`src/hw/rtl/irp_ram.sv`:
```
module irp_ram #(
   parameter int WIDTH = 8,
   parameter int DEPTH = 16,
   parameter int AW    = (DEPTH > 1) ? $clog2(DEPTH) : 1
) (
   input  logic             clock,
   input  logic             wr_en,
   input  logic [AW-1:0]    wr_addr,
   input  logic [WIDTH-1:0] wr_data,
   input  logic             rd_en,
   input  logic [AW-1:0]    rd_addr,
   output logic [WIDTH-1:0] rd_data
);

   logic [WIDTH-1:0] mem_ff [DEPTH];
   logic [WIDTH-1:0] rd_data_ff;

   always_ff @(posedge clock) begin
      if (wr_en) begin
         mem_ff[wr_addr] <= wr_data;
      end
      if (rd_en) begin
         rd_data_ff <= mem_ff[rd_addr];
      end
   end

   assign rd_data = rd_data_ff;

endmodule

```
`config.mk`:
```
export PLATFORM = sky130hd
export DESIGN_NAME = irp_ram
export DESIGN_NICKNAME = d
export VERILOG_FILES = /design/src/hw/rtl/irp_ram.sv
export SDC_FILE = /design/constraint.sdc
export NUM_CORES = 1
export LEC_CHECK = 0
export ABC_AREA = 1
export BUFFER_PORTS_ARGS = -buffer_cell sky130_fd_sc_hd__buf_4
export CAP_MARGIN = 15
export CORE_ASPECT_RATIO = 2
export CORE_MARGIN = 10
export CORE_UTILIZATION = 45
export DETAILED_ROUTE_END_ITERATION = 10
export PLACE_DENSITY = 0.59
export SLEW_MARGIN = 20
export SYNTH_ARGS = -nofsm -noshare
export SYNTH_HDL_FRONTEND = slang
export SYNTH_SLANG_ARGS = --single-unit
export TNS_END_PERCENT = 30
```
`constraint.sdc`:
```
create_clock -name clock -period 1.7 [get_ports clock]
set_input_delay 0.51 -clock clock [delete_from_list [all_inputs] [get_ports clock]]
set_output_delay 0.51 -clock clock [all_outputs]
set_load 0.1 [all_outputs]
```
==> results of run 1 <==
[power by group through the flow]
stage	registers [mW]	logic [mW]	clock network, mW
after detailed placement	3.87	0.615	0
after CTS	3.80	0.619	3.67
final	3.80	0.611	3.61
after floorplan	3.98	0.265	0
after global routing	3.80	0.665	3.82
after global placement	3.87	0.608	0
[layout make-up]
| class | count | area [µm²] | share of cell area |
|---|---|---|---|
| tap | 150 | 188 | 0.0273 |
| timing repair buffer | 52 | 428 | 0.0622 |
| clock inverter | 13 | 155 | 0.0225 |
| multi-input combinational | 289 | 1210 | 0.176 |
| inverter | 102 | 383 | 0.0556 |
| clock buffer | 18 | 429 | 0.0624 |
| sequential | 136 | 4080 | 0.594 |
[through the flow]
stage	TNS (ns)	cell area (µm²)	worst slack, ns	hold WS (ns)
6_report	0	6880	0.114	0.417
5_1_grt	0	6880	0.0739	0.410
4_1_cts	0	6880	0.0817	0.396
3_5_place_dp	-0.337	6300	-0.0975	0.741
3_3_place_gp	-0.287	6300	-0.0945	0.731
2_1_floorplan	0	5850	0.239	0.609
[placed cells by master, fill, tap and decap left out]
cell type	count
clkbuf_1	1
edfxtp_1	136
clkinv_2	4
buf_12	3
nand2_1	173
clkbuf_16	17
buf_4	49
clkinv_4	2
inv_2	2
nand3b_1	2
nand3_1	97
inv_1	100
bufinv_16	3
clkinvlp_4	2
inv_6	1
clkinv_1	1
nor2_1	17
[cell families (layout without fill, tap and decap cells)]
family / after synthesis / after routing / share of synthesized area
and+or+nand+nor: 289 / 289 / 0.208
buffers and inverters: 126 / 185 / 0.0939
DFF: 136 / 136 / 0.698
[routing by layer]
layer	GRT usage	routed length, µm	up-vias
met5	0	0	-
met4	0.0909	607	0
met3	0.0321	608	23
met2	0.279	7530	99
met1	0.167	5000	1806
li1	-	-	1880
[final timing paths]
kind,slack (ns),cells after the start,end
max,0.11,1,rd_data[6]
min,0.42,1,rd_data[3]$_DFFE_PP_
max reg2reg,0.48,6,rd_data[0]$_DFFE_PP_
min reg2reg,0.75,6,rd_data[3]$_DFFE_PP_
[flip-flops by register name, indices dropped and copies added, names as in the netlist]
signal,cells
mem_ff,128
rd_data,8
[cells in the mapped netlist]
library cell,count
buf_6,6
edfxtp_1,136
inv_1,100
inv_2,2
nand2_1,173
nand3_1,97
nand3b_1,2
buf_1,1
nor2_1,17
buf_4,4
buf_2,13
==> metrics.txt, run 1 <==
Tmin final=1.59 ns; CP Data Required Time=1.19 ns; total grt overflow=0; Synth top area share=0.698; Mapped Cells=551; PwrDens=1170 mW/mm²; worst slew pin tran=0.623 ns; mapped cell area=0.00585 mm²; worst-path cell chain=buf_4; largest net degree at the start of global routing=39; cell taking the most area after synthesis=edfxtp_1; Critical Path Sink Type=output port; TritonCTS clock tree=built; synthesized area per cell=10.6 µm²; final cycle utilization of the critical path=0.933; antenna cells=0; Peak VDD IR=0.721 mV; #FFs+latches synth=136; Static Leak=2.98 nW; Post-DP HPWL=9230 µm; CP Buf/Inv Count=1; Num CTS Buffers=17; overall routing resource usage=0.158; Vias=3,808; Final Hold Vio Count=0; Starting Density=0.463; Ports=27; Worst EP arrival=1.08 ns; vias in the first global route=4,018; Worst path max stage delay=0.36 ns; Port Buffers=26; syn_nets=570; Comb pwr share=0.076; clk sinks=136; initial antenna violation count=0; Worst-path clk slew=0.06 ns; final slew viol count=0; NetSw=1.79 mW; largest cells by area after synthesis=edfxtp_1, nand2_1, nand3_1; worst r2r src=mem_ff[5][0]$_DFFE_PP_; # Max-Cap Violations=0; RSZ-0062 raised after global routing=no; sequential power share=0.474; FMAX=0.631 GHz; launching element type of the critical path=flip-flop; non-filler cells, final=760; Cell Int Power=6.23 mW; Worst Hold Class=in -> reg; CP top delay family=flip-flops; share of cells above drive strength 1=0.136; filler cell count=1,142; Worst Skew=0.00911 ns; fin util=0.545; CP startpoint=rd_data[6]$_DFFE_PP_; Area growth syn-to-layout=17.7%; CP Class=reg -> out; CTS-repair resized insts=0; Setup violations, final=0; max_slew headroom=0.584; CP Max Fanout=1; CTS Buffer Depth=2; first-pass GRT wire length=21,700 µm; cts hold-fix bufs=0; Core Rows=58; final antenna-violating net count=0; Starting DRT DRC Count=250; Die Ht=181 µm; number of setup buffers added after CTS=0; drt via density=5.01; DR WL/cell=18.1 µm; GP Congestion=0.849; sequential-to-total area share from yosys stat=0.698; Post-Route WL=13,800 µm; clock power share=0.450; Final nets=617; Critical-path top delay cell=edfxtp_1; Synth cell types=11; later-pin clock latency in the skew report=0.41 ns; root buffer cell=clkbuf_16; die footprint=0.0182 mm²; H-tree lvl count=4; origin of the worst min-delay path=rd_en; Syn. warnings=0; outcome=completed; switching part of the total=0.223; placed insts=729; die width=101 µm; core area=0.0126 mm²; drt first pass iters=4; Design Power=8.02 mW; number of remaining DRC errors=0
No activity file was read; power rests on OpenSTA's default activity.
==> run 2, diff against run 1 <==
- CORE_MARGIN: 10 -> 5
==> run 2 against run 1 <==
Effect of this change: via count rose by 0.16%; total power rose by 0.50%; die area fell by 15%; clock power rose by 2%; final cell count rose by 0.66%; largest cell class unchanged; highest routed layer unchanged.
==> metrics.txt, run 2 (same netlist as run 1, synthesis figures left out) <==
Peak VDD IR=0.789 mV (+9.5%); CTS Buffer Depth=2 (unchanged); max_slew headroom=0.589 (+0.00471); Ports=27 (unchanged); Place WS=-0.0235 ns (+0.0740 ns); worst slew pin tran=0.616 ns (-0.00705 ns); non-filler cells, final=765 (+0.66%); Post-DP HPWL=8570 µm (-7.2%); Vias=3,814 (+0.16%); Critical-path top delay cell=edfxtp_1; Post-Route WL=12,500 µm (-9.0%); most frequent cells in the layout=nand2_1, edfxtp_1, inv_1, nand3_1, buf_4; share of cells above drive strength 1=0.142 (+0.00586); Die Ht=171 µm (-5.5%); CP Data Required Time=1.19 ns (about the same); worst-path cell chain=buf_4; root buffer cell=clkbuf_16; Tmin final=1.65 ns (+0.0680 ns); DR WL/cell=16.4 µm (-9.6%); PwrDens=1160 mW/mm² (-0.19%); die footprint=0.0155 mm² (-15%); cts hold-fix bufs=0 (unchanged); Static Leak=3.00 nW (+0.42%); later-pin clock latency in the skew report=0.41 ns (about the same); final cycle utilization of the critical path=0.973 (+0.0400); Min Hold Slack=0.417 ns (-0.000610 ns); CP top delay family=flip-flops; die width=90.6 µm (-9.9%); Worst-path clk slew=0.06 ns (about the same); Setup violations, final=0 (unchanged); Starting Density=0.453 (-0.0104); Worst Hold Class=in -> reg; total grt overflow=0 (unchanged); Final Hold Vio Count=0 (unchanged); CP Max Fanout=1 (unchanged); Worst EP arrival=1.14 ns (+0.06 ns); FMAX=0.605 GHz (-4.1%); clk sinks=136 (unchanged); Area growth syn-to-layout=18.5%; max reg flops=128 (unchanged); Worst Skew=0.00642 ns (-0.00269 ns); number of remaining DRC errors=0 (unchanged); largest net degree at the start of global routing=51 (+31%); Final WS setup=0.0462 ns (-0.0680 ns); CP Buf/Inv Count=1 (unchanged); Port Buffers=26 (unchanged); commonest non-fill, non-tap cell in the layout=nand2_1; Worst path max stage delay=0.42 ns (+0.06 ns); Num CTS Buffers=17 (unchanged); Design Power=8.06 mW (+0.50%); final slew viol count=0 (unchanged); Critical Path Sink Type=output port; GP Congestion=0.878 (+3.4%); final antenna-violating net count=0 (unchanged); vias in the first global route=3,737 (-7.0%); placed insts=733 (+0.55%); TritonCTS clock tree=built; overall routing resource usage=0.168 (+0.00937); setup TNS=0 ns (unchanged); H-tree lvl count=4 (unchanged); Final nets=619 (+0.32%); antenna cells=0 (unchanged); drt via density=4.99 (-0.50%); first-pass GRT wire length=19,500 µm (-10%); outcome=completed; # Max-Cap Violations=0 (unchanged); drt first pass iters=5 (+1); launching element type of the critical path=flip-flop; number of setup buffers added after CTS=0 (unchanged); core area=0.0129 mm² (+2.3%); Core Rows=59 (+1.7%); initial antenna violation count=0 (unchanged); CTS-repair resized insts=0 (unchanged); CP Class=reg -> out; Largest Register=mem_ff; Starting DRT DRC Count=207 (-17%); RSZ-0062 raised after global routing=no
[run 2: changes by cell type in the layout (fill, tap and decap cells not counted)]
cell        change
buf_12          +1
buf_4           +1
clkbuf_1        -1
clkinv_2        -2
clkinvlp_4      +3
inv_6           +1
[run 2: report_power, final]
| group | switching, mW | internal, mW |
|---|---|---|
| Sequential | 0.0235 | 3.78 |
| Clock | 1.37 | 2.30 |
| Combinational | 0.416 | 0.168 |
| Total | 1.81 | 6.25 |
[run 2: final cells by class]
| cell class | count | area [µm²] |
|---|---|---|
| fill | 1106 | 5990 |
| sequential | 136 | 4080 |
| multi-input combinational | 289 | 1210 |
| timing repair buffer | 54 | 455 |
| clock buffer | 17 | 425 |
| inverter | 102 | 383 |
| tap | 152 | 190 |
| clock inverter | 15 | 176 |
[run 2: routing by layer]
layer  global-route usage  vias to the layer above  share of wire
li1                     -                     1876              -
met1                0.179                     1824           0.38
met2                0.312                       98           0.56
met3               0.0381                       16          0.037
met4               0.0732                        0          0.021
met5                    0                        -              0
[run 2: worst paths after layout]
path                                             start                   end  slack (ns)  depth (start not counted)
worst max-delay path              rd_data[5]$_DFFE_PP_            rd_data[5]        0.05                          1
worst min-delay path                             rd_en  rd_data[6]$_DFFE_PP_        0.42                          1
worst max register to register  mem_ff[5][6]$_DFFE_PP_  rd_data[6]$_DFFE_PP_        0.58                          6
worst min register to register  mem_ff[2][4]$_DFFE_PP_  rd_data[4]$_DFFE_PP_        0.75                          6
[run 2: stage by stage]
stage                     instance area, µm²  utilization
after detailed placement                6330        0.490
after global routing                    6930        0.536
after global placement                  6330        0.490
final                                   6930        0.536
after CTS                               6930        0.536
after floorplan                         5850            -
==> run 3, diff against run 2 <==
- ABC_AREA: 1 -> unset
- PLACE_DENSITY: 0.59 -> 0.6
==> run 3 against run 2 <==
Effect of this change: synthesized area down 11%; setup slack better by 0.074 ns; via count down 35%; count of clock-buffer cells in the layout up 4; design area down 8.7%; core utilization up 2.1 points; highest routed layer unchanged; critical path depth unchanged; clock power down 5%.
==> metrics.txt, run 3 <==
Post-DP HPWL=7000 µm (-18%); largest cells by area after synthesis=edfxtp_1, mux4_2, mux4_1; Design Power=7.80 mW (-3.2%); CP Class=reg -> out; Num CTS Buffers=17 (unchanged); Starting DRT DRC Count=167 (-19%); first-pass GRT wire length=15,600 µm (-20%); Place WS=-0.254 ns (-0.231 ns); core area=0.0114 mm² (-12%); outcome=completed; WP depth=1 (unchanged); CP Max Fanout=1 (unchanged); Synth top cells by count=edfxtp_1, mux4_2, a22oi_1, mux4_1, nor2_1; CTS Buffer Depth=2 (unchanged); vias in the first global route=2,717 (-27%); RSZ-0062 raised after global routing=no; share of cells above drive strength 1=0.375 (+0.233); Critical-path top delay cell=edfxtp_1; worst slew pin tran=0.763 ns (+0.147 ns); H-tree lvl count=4 (unchanged); Ports=27 (unchanged); Critical Path Sink Type=output port; GRT met3 Usage=0.0324 (-0.00567); drt first pass iters=4 (-1); M1 GR Usage=0.173 (-0.00589); drt via density=5.49 (+10%); most common cell in the netlist=edfxtp_1; Worst Skew=0.00417 ns (-0.00226 ns); Setup violations, final=0 (unchanged); max_slew headroom=0.490 (-0.0987); Peak VDD IR=0.786 mV (-0.46%); Worst EP arrival=1.07 ns (-0.07 ns); setup TNS=0 ns (unchanged); Die Ht=162 µm (-5.1%); Tmin final=1.58 ns (-0.0745 ns); DR WL/cell=22.1 µm (+35%); most frequent cells in the layout=edfxtp_1, buf_4, mux4_2, clkbuf_16, a22oi_1; PwrDens=1230 mW/mm² (+6.1%); RR Endpoint=rd_data[3]$_DFFE_PP_; worst r2r src=mem_ff[0][3]$_DFFE_PP_; later-pin clock latency in the skew report=0.40 ns (about the same); Syn. warnings=0 (unchanged); Largest Register=mem_ff; Starting Density=0.460 (+0.00779); Worst-path clk slew=0.05 ns (about the same); final slew viol count=0 (unchanged); FFs w/ async S/R, synth=0 (unchanged); Final Hold Vio Count=0 (unchanged); Post-Route WL=9930 µm (-21%); CTS-repair resized insts=0 (unchanged); cell taking the most area after synthesis=edfxtp_1; Port Buffers=26 (unchanged); Worst path max stage delay=0.37 ns (-0.05 ns); syn_nets=248 (-56%); Synth cell types=18 (+7); TritonCTS clock tree=built; met2 Use GR=0.285 (-0.0275); antenna cells=0 (unchanged); CP top delay family=flip-flops; largest net degree at the start of global routing=24 (-53%); cts hold-fix bufs=0 (unchanged); number of remaining DRC errors=0 (unchanged); sequential-to-total area share from yosys stat=0.781 (+0.0828); end point of the critical path=rd_data[2]; Static Leak=2.14 nW (-29%); Reg2Reg Depth=3 (-3); overall routing resource usage=0.156 (-0.0115); clk sinks=136 (unchanged); leading register cell type out of synthesis=edfxtp_1; Post-synth EDFFs=136 (unchanged); r2r setup slk=0.26 ns (-0.32 ns); Mapped Cells=229 (-58%); max reg flops=128 (unchanged); initial antenna violation count=0 (unchanged); GP Congestion=0.740 (-16%); FMAX=0.633 GHz (+4.7%); die width=86.2 µm (-4.8%); Area growth syn-to-layout=20.9%; total grt overflow=0 (unchanged); number of setup buffers added after CTS=0 (unchanged); final cycle utilization of the critical path=0.929 (-0.0438); root buffer cell=clkbuf_16; synthesized area per cell=22.8 µm² (+120%); die footprint=0.0140 mm² (-9.7%); final antenna-violating net count=0 (unchanged); #FFs+latches synth=136 (unchanged); GR peak layer=met2; CP Buf/Inv Count=1 (unchanged); Final WS setup=0.121 ns (+0.0745 ns); Worst Hold Class=in -> reg; launching element type of the critical path=flip-flop; worst-path cell chain=buf_4; CP Data Required Time=1.19 ns (about the same); Core Rows=55 (-6.8%); mapped cell area=0.00523 mm² (-11%); Final nets=314 (-49%); # Max-Cap Violations=0 (unchanged); CP startpoint=rd_data[2]$_DFFE_PP_; Vias=2,466 (-35%); Synth top area share=0.781 (+0.0828); commonest non-fill, non-tap cell in the layout=edfxtp_1
==> run 3: cell count changes in the layout (fill, tap and decap cells not counted), sizes merged, moves of 3 or more <==
cell      delta
nand2      -164
inv        -104
nand3       -96
mux4        +32
a22oi       +16
clkbuf       +4
clkinvlp     -4
nor2         -4
nor3         +4
buf          +3
==> run 3: how the worst min path moves through the flow <==
| stage | cells past startpoint | end | slack (ns) | from |
|---|---|---|---|---|
| after detailed placement | 3 | rd_data[7]$_DFFE_PP_ | 0.74 | mem_ff[14][7]$_DFFE_PP_ |
| final | 1 | mem_ff[4][4]$_DFFE_PP_ | 0.42 | wr_data[4] |
| after floorplan | 0 | mem_ff[0][0]$_DFFE_PP_ | 0.61 | wr_data[0] |
| after CTS | 1 | mem_ff[13][2]$_DFFE_PP_ | 0.41 | wr_data[2] |
| after global placement | 3 | rd_data[6]$_DFFE_PP_ | 0.74 | mem_ff[14][6]$_DFFE_PP_ |
| after global routing | 1 | rd_data[7]$_DFFE_PP_ | 0.41 | rd_en |
==> run 3: routing by layer <==
layer / wire, µm / share of wire
met1: 3620 / 0.37
met2: 5810 / 0.59
met3: 299 / 0.030
met4: 192 / 0.019
met5: 0 / 0
==> run 3: kinds of logic after synthesis <==
logic type | share of synthesized area
AO/OA/AOI/OAI | 0.0230
buffers and inverters | 0.0165
flip-flops | 0.781
multiplexers | 0.148
AND/OR/NAND/NOR | 0.0314
==> run 3: area by class of cell <==
cell class	instances	area, µm²
timing repair buffer	57	478
sequential	136	4080
tap	142	178
clock buffer	21	440
fill	899	5030
clock inverter	10	129
multi-input combinational	83	1010
==> run 3: stage by stage <==
stage | hold WS [ns] | cells | utilization | area, µm²
after floorplan | 0.609 | 229 | - | 5220
after global placement | 0.737 | 418 | 0.507 | 5750
after detailed placement | 0.745 | 418 | 0.507 | 5750
after CTS | 0.407 | 449 | 0.557 | 6320
after global routing | 0.412 | 449 | 0.557 | 6320
final | 0.415 | 449 | 0.557 | 6320
==> run 3: power breakdown <==
part           internal, mW  total [mW]  switching [mW]
clock                  2.28        3.50            1.22
combinational         0.190       0.502           0.313
sequential             3.78        3.80          0.0200
